[config.mk]
export PLATFORM = sky130hd
export DESIGN_NAME = rucst_front
export DESIGN_NICKNAME = d
export VERILOG_FILES = /design/src/hw/rtl/rucst_pkg.sv /design/src/hw/rtl/rucst_front.sv
export SDC_FILE = /design/constraint.sdc
export NUM_CORES = 1
export LEC_CHECK = 0
export ABC_CLOCK_PERIOD_IN_PS = 22000
export BUFFER_PORTS_ARGS = -buffer_cell sky130_fd_sc_hd__buf_2
export CAP_MARGIN = 20
export CORE_MARGIN = 2
export CORE_UTILIZATION = 40
export DETAILED_ROUTE_END_ITERATION = 10
export GPL_TIMING_DRIVEN = 0
export PLACE_DENSITY = 0.66
export SYNTH_ARGS = -nofsm -noshare
export SYNTH_HDL_FRONTEND = slang
export SYNTH_SLANG_ARGS = --single-unit
[constraint.sdc]
create_clock -name clk_i -period 22 [get_ports clk_i]
set_input_delay 1.1 -clock clk_i [delete_from_list [all_inputs] [get_ports clk_i]]
set_output_delay 1.1 -clock clk_i [all_outputs]
set_load 0.02 [all_outputs]
[src/hw/rtl/rucst_pkg.sv]
`timescale 1ns / 1ps
package rucst_pkg;

  localparam int unsigned FRAC_BITS   = 16;
  localparam int unsigned INDEX_WIDTH = 16;
  localparam int unsigned EPS_WIDTH   = 16;

  // one quotient bit per divider stage
  localparam int unsigned DIV_STEPS = 32;

  // two-entry queues, power-of-two depth so pointers wrap on their own
  localparam int unsigned QDEPTH = 2;
  localparam int unsigned QPW    = $clog2(QDEPTH);
  localparam int unsigned QCW    = $clog2(QDEPTH + 1);

  localparam logic signed [32:0] ONE_Q   = 33'sd1 <<< FRAC_BITS;
  localparam logic signed [31:0] SAT_MAX = 32'sh7fff_ffff;
  localparam logic signed [31:0] SAT_MIN = 32'sh8000_0000;

  // sign class of a slab numerator, used on parallel axes
  typedef enum logic [1:0] {
    BND_ZERO = 2'd0,
    BND_POS  = 2'd1,
    BND_NEG  = 2'd2
  } bnd_e;

  // classified request between front and back
  typedef struct packed {
    logic [2:0][31:0]        lo_mag;
    logic [2:0][31:0]        hi_mag;
    logic [2:0][31:0]        d_mag;
    logic [2:0]              lo_neg;
    logic [2:0]              hi_neg;
    bnd_e [2:0]              lo_code;
    bnd_e [2:0]              hi_code;
    logic [2:0]              par;
    logic [INDEX_WIDTH-1:0]  index;
  } cls_t;

  // data riding beside the dividers
  typedef struct packed {
    bnd_e [2:0]              lo_code;
    bnd_e [2:0]              hi_code;
    logic [2:0]              par;
    logic [INDEX_WIDTH-1:0]  index;
  } side_t;

  typedef struct packed {
    logic                    hit;
    logic signed [31:0]      t_near;
    logic signed [31:0]      t_far;
    logic [INDEX_WIDTH-1:0]  index;
  } res_t;

endpackage

[src/hw/rtl/rucst_front.sv]
`timescale 1ns / 1ps
module rucst_front (
  input  logic                                 clk_i,
  input  logic                                 rst_ni,
  input  logic                                 cfg_valid_i,
  input  logic [rucst_pkg::EPS_WIDTH-1:0]      cfg_data_i,
  input  logic                                 push_i,
  output logic                                 full_o,
  input  logic [2:0][31:0]                     org_i,
  input  logic [2:0][31:0]                     dir_i,
  input  logic [rucst_pkg::INDEX_WIDTH-1:0]    index_i,
  output logic                                 avail_o,
  input  logic                                 pop_i,
  output rucst_pkg::cls_t                      head_o
);

  logic [rucst_pkg::EPS_WIDTH-1:0] eps_q;
  rucst_pkg::cls_t                 cls;
  rucst_pkg::cls_t                 mem_q [rucst_pkg::QDEPTH];
  logic [rucst_pkg::QPW-1:0]       wp_q, rp_q;
  logic [rucst_pkg::QCW-1:0]       cnt_q, cnt_d;
  logic                            do_push, do_pop;

  always_ff @(posedge clk_i or negedge rst_ni) begin
    if (!rst_ni) begin
      eps_q <= rucst_pkg::EPS_WIDTH'(7);
    end else if (cfg_valid_i) begin
      eps_q <= cfg_data_i;
    end
  end

  // per-axis classification
  always_comb begin
    logic signed [32:0] o_ext, d_ext, n_lo, n_hi, d_neg;
    cls       = '0;
    cls.index = index_i;
    for (int i = 0; i < 3; i++) begin
      o_ext = {org_i[i][31], org_i[i]};
      d_ext = {dir_i[i][31], dir_i[i]};
      n_lo  = -rucst_pkg::ONE_Q - o_ext;
      n_hi  = rucst_pkg::ONE_Q - o_ext;
      d_neg = -d_ext;
      cls.lo_mag[i] = n_lo[32] ? 32'(-n_lo) : n_lo[31:0];
      cls.hi_mag[i] = n_hi[32] ? 32'(-n_hi) : n_hi[31:0];
      cls.d_mag[i]  = dir_i[i][31] ? d_neg[31:0] : dir_i[i];
      cls.lo_neg[i] = n_lo[32] ^ dir_i[i][31];
      cls.hi_neg[i] = n_hi[32] ^ dir_i[i][31];
      cls.par[i]    = (dir_i[i] == '0) ||
                      (cls.d_mag[i] < {{(32-rucst_pkg::EPS_WIDTH){1'b0}}, eps_q});
      cls.lo_code[i] = (n_lo == '0) ? rucst_pkg::BND_ZERO :
                       (n_lo[32] ? rucst_pkg::BND_NEG : rucst_pkg::BND_POS);
      cls.hi_code[i] = (n_hi == '0) ? rucst_pkg::BND_ZERO :
                       (n_hi[32] ? rucst_pkg::BND_NEG : rucst_pkg::BND_POS);
    end
  end

  // request queue toward the back end
  assign full_o  = (cnt_q == rucst_pkg::QCW'(rucst_pkg::QDEPTH));
  assign avail_o = (cnt_q != '0);
  assign do_push = push_i && !full_o;
  assign do_pop  = pop_i && avail_o;
  assign head_o  = mem_q[rp_q];
  assign cnt_d   = cnt_q + rucst_pkg::QCW'(do_push) - rucst_pkg::QCW'(do_pop);

  always_ff @(posedge clk_i) begin
    if (do_push) begin
      mem_q[wp_q] <= cls;
    end
  end

  always_ff @(posedge clk_i or negedge rst_ni) begin
    if (!rst_ni) begin
      wp_q  <= '0;
      rp_q  <= '0;
      cnt_q <= '0;
    end else begin
      cnt_q <= cnt_d;
      if (do_push) begin
        wp_q <= wp_q + 1'b1;
      end
      if (do_pop) begin
        rp_q <= rp_q + 1'b1;
      end
    end
  end

endmodule

==> flow_summary.html, run 1 <==
<table>
<tr><th>Metric</th><th>Value</th></tr>
<tr><th colspan="2">Clock network</th></tr>
<tr><td>Clock latency reported for the late side of the worst-skew pair</td><td>0.65 ns</td></tr>
<tr><td>Hold bufs inserted after CTS</td><td>0</td></tr>
<tr><td>Number of buffers created by CTS</td><td>77</td></tr>
<tr><td>TritonCTS clock tree</td><td>done</td></tr>
<tr><td>Clock root buffer</td><td>clkbuf_16</td></tr>
<tr><td>PostCTS Resize Cnt</td><td>0</td></tr>
<tr><td>Clock slew at reported path FFs</td><td>around 0.06 ns</td></tr>
<tr><td>Clock tree sinks</td><td>664</td></tr>
<tr><td>Maximum clock insertion buffer count</td><td>3</td></tr>
<tr><td>Post-CTS Repair Setup Buffers</td><td>0</td></tr>
<tr><td>Number of levels the H-tree was split into</td><td>3</td></tr>
<tr><th colspan="2">STA</th></tr>
<tr><td>Number of setup violations in the final report</td><td>0</td></tr>
<tr><td>Measured slew at the worst slew-check pin</td><td>~1.0 ns</td></tr>
<tr><td>Max-slew headroom</td><td>a little under a third</td></tr>
<tr><td>Skew final</td><td>roughly 0.021 ns</td></tr>
<tr><td>Count of endpoints failing hold in the final timing report</td><td>0</td></tr>
<tr><td>Slew Viols, Final</td><td>0</td></tr>
<tr><td>Minimum hold slack</td><td>between 0.4 and 0.5 ns</td></tr>
<tr><td>Final critical delay including setup and external delays</td><td>5.08 ns</td></tr>
<tr><td>Unrepaired setup endpoints after global routing</td><td>false</td></tr>
<tr><td>Post-route clock period utilization</td><td>between 20 and 25%</td></tr>
<tr><td>Achievable clock frequency</td><td>about 0.2 GHz</td></tr>
<tr><th colspan="2">Placement</th></tr>
<tr><td>Placed cell areas</td><td>around 40000 um2</td></tr>
<tr><td>I/O Buffers</td><td>about 520</td></tr>
<tr><td>Detailed-placement wirelength estimate</td><td>~80000 um</td></tr>
<tr><td>Final estimated routing congestion in global placement</td><td>0.911</td></tr>
<tr><th colspan="2">Yosys</th></tr>
<tr><td>Post-synthesis cell area</td><td>around 35000 um2</td></tr>
<tr><td>Mean instance size in the synthesized netlist</td><td>between 10 and 15 um2</td></tr>
<tr><td>Syn Nets</td><td>around 3100</td></tr>
<tr><td>Synthesized netlist cell count</td><td>around 2800</td></tr>
<tr><td>Ys async rst share</td><td>around 3.0%</td></tr>
<tr><td>Post-synthesis cell type count</td><td>87</td></tr>
<tr><td>Dominant synthesized flop cell</td><td>edfxtp_1</td></tr>
<tr><td>Register bit count reported by yosys</td><td>664</td></tr>
<tr><td>Sequential fraction of the synthesis area</td><td>56.2%</td></tr>
<tr><td>Ys Warns</td><td>0</td></tr>
<tr><td>Number of enable-type register cells in the synthesized netlist</td><td>roughly 640</td></tr>
<tr><th colspan="2">Flow run</th></tr>
<tr><td>Max Cap Violations</td><td>0</td></tr>
<tr><th colspan="2">Finish</th></tr>
<tr><td>Area grow syn2layout</td><td>20.0%</td></tr>
<tr><td>Commonest non-fill, non-tap cells in the layout</td><td>edfxtp_1 (644), buf_2 (533), mux2_2 (327), xnor2_1 (278), nand2_1 (160)</td></tr>
<tr><td>Layout cells sized above 1</td><td>30.5%</td></tr>
<tr><td>Final design utilization</td><td>around 49%</td></tr>
<tr><td>Number of nets at the end of the flow</td><td>between 3000 and 4000</td></tr>
<tr><td>Most common library cell in the layout ignoring fill and taps</td><td>edfxtp_1</td></tr>
<tr><td>Post-route cell area</td><td>between 40000 and 50000 um2</td></tr>
<tr><td># fillers</td><td>7895</td></tr>
<tr><th colspan="2">Power and ir drop</th></tr>
<tr><td>Largest voltage drop on the vdd net</td><td>0.0753 mV</td></tr>
<tr><td>Internal portion of total power</td><td>~0.0031 W</td></tr>
<tr><td>Combinational share of power</td><td>~37%</td></tr>
<tr><td>Fraction of power spent switching nets</td><td>a little over a third</td></tr>
<tr><td>LEAKAGE</td><td>between 10 and 15 nW</td></tr>
<tr><td>PwrDens</td><td>about 110 nW/um2</td></tr>
<tr><td>Sequential share of power</td><td>37.1%</td></tr>
<tr><td>Overall Power</td><td>about 0.0049 W</td></tr>
<tr><td>Part of the total power dissipated in the clock network</td><td>between 20% and 30%</td></tr>
<tr><td>Psw</td><td>roughly 0.0017 W</td></tr>
<tr><th colspan="2">Worst setup path</th></tr>
<tr><td>Critical path's most frequent cell</td><td>buf_2</td></tr>
<tr><td>Largest fanout of any net on the critical path</td><td>10</td></tr>
<tr><td>Crit-path max cell delay</td><td>between 0.6 and 0.7 ns</td></tr>
<tr><td>Critical path required time</td><td>22.42 ns</td></tr>
<tr><td>Arrival @ worst endpoint</td><td>5.50 ns</td></tr>
<tr><td>Chain of cells forming the critical path</td><td>buf_2, buf_2, inv_1, ha_1, buf_2, nor4b_1, nand3_1, o21ai_0, and3_1, a21o_1, clkbuf_1, buf_1, nor2_1, xor2_1</td></tr>
<tr><td>Sort of element at the end of the critical path</td><td>flip-flop</td></tr>
<tr><td>Category of the most critical setup path</td><td>input pin to flip-flop</td></tr>
<tr><td>CP Launch Type</td><td>input pin</td></tr>
<tr><td>Critical Path Slowest Stage Cell</td><td>buf_1</td></tr>
<tr><th colspan="2">Die</th></tr>
<tr><td>Floorplan die height</td><td>between 300 and 400 um</td></tr>
<tr><td>Core area</td><td>87200 um2</td></tr>
<tr><td>Number of rows created at floorplan</td><td>about 110</td></tr>
<tr><td>Starting Density</td><td>roughly two fifths</td></tr>
<tr><td>Count of pins on the block boundary</td><td>~560</td></tr>
<tr><td>Die X-Extent</td><td>around 300 um</td></tr>
<tr><td>Die Footprint</td><td>slightly above 90000 um2</td></tr>
<tr><th colspan="2">GRT</th></tr>
<tr><td>Via count of the first global-routing pass</td><td>~25000</td></tr>
<tr><td>All-layer global routing usage</td><td>between 20% and 30%</td></tr>
<tr><td>Gr ovfl total</td><td>0</td></tr>
<tr><td>Maximum number of pins on one net before global-route repair</td><td>62</td></tr>
<tr><td>Initial antenna violation count</td><td>20</td></tr>
<tr><td>First-pass GRT wire length</td><td>around 150000 um</td></tr>
<tr><th colspan="2">Route</th></tr>
<tr><td>Detail-routed net length per standard cell</td><td>22.5 um</td></tr>
<tr><td>Count of TritonRoute iterations in the first routing pass</td><td>5</td></tr>
<tr><td>DRC violation count after routing</td><td>0</td></tr>
<tr><td>Vias per cell</td><td>~5.4</td></tr>
<tr><td>Vias post-DR</td><td>~25000</td></tr>
<tr><td>Starting DRT DRC Count</td><td>roughly 1900</td></tr>
<tr><td>Post-detailed-route count of antenna-violating nets</td><td>0</td></tr>
<tr><td>Final Routed Wirelength</td><td>104000 um</td></tr>
<tr><th colspan="2">Status</th></tr>
<tr><td>Status</td><td>finished, final reports clean</td></tr>
<tr><th colspan="2">Hold path</th></tr>
<tr><td>Path type of the worst min-delay path</td><td>input pin to asynchronous set/reset pin</td></tr>
</table>
cell usage after synthesis (all sizes together), types with 6 or more instances:
master	instances	share of area (%)
edfxtp	644	55
mux2	327	10
xnor2	279	6.9
nand2	160	1.7
nor2	152	1.6
clkbuf	126	1.3
xor2	117	2.9
o21ai	113	1.6
nor3	86	1.3
a21oi	56	0.79
nor4	55	1.3
inv	54	0.57
ha	53	1.9
o31ai	50	1.1
nand3	43	0.62
or3	43	0.78
nand4	40	0.75
buf	29	0.46
o41ai	29	0.74
or4	25	0.55
a21o	24	0.51
a31oi	24	0.43
nand2b	23	0.41
and3	22	0.39
or2	18	0.32
dfrtp	17	1.2
o211ai	15	0.32
and2	14	0.25
nor2b	11	0.20
nor4b	11	0.27
a21boi	9	0.19
a211oi	8	0.17
nand3b	8	0.17
o2111ai	8	0.20
o31a	8	0.20
or4b	8	0.25
o22ai	7	0.12
a2111oi	6	0.15
nand4b	6	0.15
o21a	6	0.13
logic make-up (layout without fill, tap and decap cells):
| group | after synthesis | after routing | share of synthesized area (%) |
|---|---|---|---|
| simple gates | 740 | 740 | 11.4 |
| flops | 664 | 664 | 56.2 |
| compound gates | 403 | 403 | 7.72 |
| xor+xnor | 396 | 396 | 9.85 |
| buf+inv | 209 | 893 | 2.38 |
| mux | 332 | 332 | 10.6 |
| other cells | 0 | 12 | 0 |
| fa+ha+maj | 53 | 53 | 1.88 |
metal layers:
layer	wire length (um)	up-vias	share of wire, %	track usage [%]
met4	2890	8	2.8	6.92
met2	50200	812	48	37.5
met1	43000	12400	41	28.1
li1	-	11800	-	-
met3	8350	163	8.0	6.26
met5	65	-	0.062	0
registers in the layout, summed over array words and instances (netlist names):
signal and flops:
eps_q 16, cnt_q 2, wp_q 1, mem_q 644, rp_q 1
power by group through the flow:
| stage | Sequential (W) | Combinational, W | Clock, W |
|---|---|---|---|
| floorplan | 0.00196 | 0.00111 | 0 |
| global placement | 0.00206 | 0.00175 | 0 |
| detailed placement | 0.00183 | 0.00183 | 0 |
| CTS | 0.00180 | 0.00184 | 0.00127 |
| global route | 0.00183 | 0.00193 | 0.00132 |
| finish | 0.00180 | 0.00180 | 0.00125 |
cell type report:
type | count | area, um2 | area share (%)
clock inverters | 50 | 475 | 1.12
inverters | 54 | 203 | 0.479
repair buffers | 545 | 3110 | 7.36
flip-flops and latches | 664 | 19800 | 46.9
plain buffers | 155 | 638 | 1.51
multi-input cells | 1924 | 14600 | 34.5
clock buffers | 89 | 1970 | 4.66
diodes | 12 | 30.0 | 0.0709
well taps | 1155 | 1450 | 3.41
worst max-delay path, delay by kind of cell:
kind                       cells  cell delay, ns
adders and majority gates      1            0.15
and+or+nand+nor                4            1.37
AOI/OAI and AO/OA              2            0.80
xor gates and xnor gates       1            0.32
buffers and inverters          6            1.75
worst paths after layout:
check | depth (start not counted) | slack [ns] | startpoint | endpoint
worst max-delay path | 14 | 16.92 | org_i[32] | mem_q[0][189]$_DFFE_PP_
worst min-delay path | 1 | 0.41 | rst_ni | eps_q[15]$_DFFE_PN0P_
worst max register to register | 10 | 19.11 | eps_q[9]$_DFFE_PN0P_ | mem_q[1][18]$_DFFE_PP_
worst min register to register | 1 | 0.50 | cnt_q[1]$_DFF_PN0_ | cnt_q[1]$_DFF_PN0_
max in group asynchronous | 1 | 21.23 | rst_ni | eps_q[2]$_DFFE_PN1P_
min in group clk_i | 1 | 0.50 | cnt_q[1]$_DFF_PN0_ | cnt_q[1]$_DFF_PN0_
stage by stage:
| step | std cells | setup WS [ns] | setup TNS (ns) |
|---|---|---|---|
| 2_1_floorplan | 2797 | 6.47 | 0 |
| 4_1_cts | 4635 | 17.04 | 0 |
| 3_3_place_gp | 4475 | -2.23 | -700.27 |
| 5_1_grt | 4647 | 16.70 | 0 |
| 3_5_place_dp | 4496 | 16.36 | 0 |
| 6_report | 4648 | 16.92 | 0 |
(Power assumes the default switching activity.)
==> inputs of run 2 (changes only) <==
- ABC_CLOCK_PERIOD_IN_PS: 22000 -> 4200
- PLACE_DENSITY: 0.66 -> 0.68
- clock period: 22 -> 4.2 ns (I/O delays scaled with it)
==> run 2 against run 1 <==
Effect of this change: die area is the same; sequential cell count is the same; clock skew grew 0.0078 ns; via count grew 3.0%; global-route usage grew 0.41 points; design area grew 2.7%; first-iteration DRC count grew 13%.
==> flow_summary.html, run 2 (synthesized netlist as in run 1, its figures left out) <==
<table>
<tr><th>Metric</th><th>Value</th></tr>
<tr><th colspan="2">STA</th></tr>
<tr><td>Final critical delay including setup and external delays</td><td>about 4 ns</td></tr>
<tr><td>Max-slew headroom</td><td>between 20% and 30%</td></tr>
<tr><td>Unrepaired setup endpoints after global routing</td><td>false</td></tr>
<tr><td>Measured slew at the worst slew-check pin</td><td>between 1 and 1.5 ns</td></tr>
<tr><td>Slew Viols, Final</td><td>0</td></tr>
<tr><td>Number of setup violations in the final report</td><td>0</td></tr>
<tr><td>TNS Setup</td><td>0 ns</td></tr>
<tr><td>Skew final</td><td>0.0283 ns</td></tr>
<tr><td>Count of endpoints failing hold in the final timing report</td><td>0</td></tr>
<tr><td>Post-route clock period utilization</td><td>a little over nine tenths</td></tr>
<tr><td>Achievable clock frequency</td><td>roughly 0.25 GHz</td></tr>
<tr><th colspan="2">GRT</th></tr>
<tr><td>Grt met3 use</td><td>5.91%</td></tr>
<tr><td>Maximum number of pins on one net before global-route repair</td><td>59</td></tr>
<tr><td>Initial antenna violation count</td><td>13</td></tr>
<tr><td>Highest-utilization routing layer at the global route stage</td><td>met2</td></tr>
<tr><td>Gr ovfl total</td><td>0</td></tr>
<tr><td>All-layer global routing usage</td><td>22.8%</td></tr>
<tr><td>Global-route track usage on met2</td><td>38.5%</td></tr>
<tr><td>Global routing usage on met1</td><td>approximately 29%</td></tr>
<tr><td>First-pass GRT wire length</td><td>approximately 160000 um</td></tr>
<tr><td>Via count of the first global-routing pass</td><td>about 26000</td></tr>
<tr><th colspan="2">Worst setup path</th></tr>
<tr><td>Largest fanout of any net on the critical path</td><td>9</td></tr>
<tr><td>CP Launch Type</td><td>input pin</td></tr>
<tr><td>Category of the most critical setup path</td><td>input pin to flip-flop</td></tr>
<tr><td>Critical path required time</td><td>roughly 4.6 ns</td></tr>
<tr><td>Reg-to-reg slack, setup</td><td>~1.3 ns</td></tr>
<tr><td>Arrival @ worst endpoint</td><td>approximately 4.5 ns</td></tr>
<tr><td>Depth of the worst register-to-register path</td><td>10</td></tr>
<tr><td>Sort of element at the end of the critical path</td><td>flip-flop</td></tr>
<tr><th colspan="2">Clock network</th></tr>
<tr><td>Number of levels the H-tree was split into</td><td>3</td></tr>
<tr><td>Clock root buffer</td><td>clkbuf_16</td></tr>
<tr><td>Number of buffers created by CTS</td><td>75</td></tr>
<tr><td>Post-CTS Repair Setup Buffers</td><td>0</td></tr>
<tr><td>TritonCTS clock tree</td><td>done</td></tr>
<tr><td>Clock slew at reported path FFs</td><td>0.06 ns</td></tr>
<tr><td>Clock latency reported for the late side of the worst-skew pair</td><td>between 0.6 and 0.7 ns</td></tr>
<tr><td>Maximum clock insertion buffer count</td><td>3</td></tr>
<tr><td>Clock tree sinks</td><td>around 660</td></tr>
<tr><th colspan="2">Route</th></tr>
<tr><td>Detail-routed net length per standard cell</td><td>~22 um</td></tr>
<tr><td>DRC violation count after routing</td><td>0</td></tr>
<tr><td>Final Routed Wirelength</td><td>about 110000 um</td></tr>
<tr><td>Post-detailed-route count of antenna-violating nets</td><td>0</td></tr>
<tr><td>Count of TritonRoute iterations in the first routing pass</td><td>8</td></tr>
<tr><td>Vias per cell</td><td>5.45</td></tr>
<tr><td>Starting DRT DRC Count</td><td>around 2100</td></tr>
<tr><td>Vias post-DR</td><td>26000</td></tr>
<tr><th colspan="2">Finish</th></tr>
<tr><td>Register with the most flip-flops</td><td>mem_q</td></tr>
<tr><td>Layout cells sized above 1</td><td>29.6%</td></tr>
<tr><td>Number of nets at the end of the flow</td><td>roughly 3800</td></tr>
<tr><td>Commonest non-fill, non-tap cells in the layout</td><td>edfxtp_1 (644), buf_2 (533), mux2_2 (327), xnor2_1 (278), nand2_1 (159)</td></tr>
<tr><td>Area grow syn2layout</td><td>23.2%</td></tr>
<tr><td>Most common library cell in the layout ignoring fill and taps</td><td>edfxtp_1</td></tr>
<tr><td># fillers</td><td>about 7700</td></tr>
<tr><td>Registers with the most flip-flops</td><td>mem_q (644), eps_q (16), cnt_q (2)</td></tr>
<tr><td>Max reg flops</td><td>around 640</td></tr>
<tr><td>Post-route cell area</td><td>43500 um2</td></tr>
<tr><td>Final design utilization</td><td>roughly half</td></tr>
<tr><th colspan="2">Die</th></tr>
<tr><td>Die X-Extent</td><td>~300 um</td></tr>
<tr><td>Core area</td><td>between 80000 and 90000 um2</td></tr>
<tr><td>Starting Density</td><td>40.5%</td></tr>
<tr><td>Floorplan die height</td><td>~300 um</td></tr>
<tr><td>Number of rows created at floorplan</td><td>between 100 and 150</td></tr>
<tr><td>Count of pins on the block boundary</td><td>about 560</td></tr>
<tr><td>Die Footprint</td><td>90600 um2</td></tr>
<tr><th colspan="2">Power and ir drop</th></tr>
<tr><td>LEAKAGE</td><td>15.3 nW</td></tr>
<tr><td>Largest voltage drop on the vdd net</td><td>between 0.4 and 0.5 mV</td></tr>
<tr><td>PwrDens</td><td>roughly 580 nW/um2</td></tr>
<tr><th colspan="2">Placement</th></tr>
<tr><td>I/O Buffers</td><td>around 520</td></tr>
<tr><td>Placed cell areas</td><td>39800 um2</td></tr>
<tr><td>Detailed-placement wirelength estimate</td><td>~80000 um</td></tr>
<tr><td>Final estimated routing congestion in global placement</td><td>~0.9</td></tr>
<tr><th colspan="2">Hold path</th></tr>
<tr><td>Depth of the worst hold-timing path</td><td>2</td></tr>
<tr><td>Path type of the worst min-delay path</td><td>input pin to flip-flop</td></tr>
<tr><th colspan="2">Status</th></tr>
<tr><td>Status</td><td>finished, final reports clean</td></tr>
<tr><th colspan="2">Flow run</th></tr>
<tr><td>Max Cap Violations</td><td>0</td></tr>
</table>
==> run 2: cell count changes in the layout (fill, tap and decap cells not counted), sizes merged <==
cell	before	now
buf	574	571
clkinv	32	35
diode	12	9
dlygate4sd3	0	123
inv	60	63
bufinv	6	5
clkinvlp	6	3
clkbuf	215	211
==> run 2: area by class of cell <==
cell class,instances,area (um2),share of cell area (%)
Clock buffer,84,1950,4.49
Timing Repair Buffer,666,4290,9.87
Tap cell,1155,1450,3.32
Buffer,155,641,1.47
Clock inverter,52,434,0.999
Inverter,54,203,0.466
Antenna cell,9,22.5,0.0518
Sequential cell,664,19800,45.6
Multi-Input combinational cell,1924,14600,33.7
==> run 2: repair_timing <==
item | in CTS | in global routing
setup endpoints to repair | 0 | 34
hold endpoints to repair | 249 | 0
hold buffers | 123 | 0
resized for setup | 0 | 10
==> run 2: through the flow <==
step                hold slack (ns)  setup WS (ns)  total power (W)  instances
floorplan                   -0.0856          -1.58           0.0156       2797
global placement              0.189          -4.66           0.0192       4475
detailed placement            0.196         -0.503           0.0191       4495
CTS                        0.000563         0.0858           0.0257       4754
global route                 0.0336         0.0229           0.0265       4762
finish                       0.0534          0.137           0.0254       4763
==> run 2: metal layers <==
layer	vias up	share of wire (%)
met5	-	0.037
met4	6	2.2
met3	158	8.2
met2	975	49
met1	12800	40
li1	12100	-
==> run 2: report_power, final <==
group | switching, W | internal [W]
Sequential | 0.000287 | 0.00915
Clock | 0.00272 | 0.00368
Combinational | 0.00613 | 0.00343
Total | 0.00913 | 0.0163
==> run 2: path summary, 6_finish.rpt <==
check,from,end
setup / recovery,org_i[38],mem_q[1][289]$_DFFE_PP_
hold / removal,dir_i[78],mem_q[1][115]$_DFFE_PP_
setup reg to reg,eps_q[9]$_DFFE_PN0P_,mem_q[1][18]$_DFFE_PP_
hold reg to reg,cnt_q[1]$_DFF_PN0_,cnt_q[1]$_DFF_PN0_
max in group asynchronous,rst_ni,eps_q[2]$_DFFE_PN1P_
min in group asynchronous,rst_ni,wp_q$_DFFE_PN0P_
==> run 2: critical path, cell delays in order <==
cell and delay (ns):
dlygate4sd3_1 0.54, buf_4 0.18, or3_1 0.40, nor4_2 0.67, xnor2_1 0.32, or4b_1 0.62, nor3_2 0.52, nand3_1 0.42
o21ai_0 0.31, xor2_1 0.30
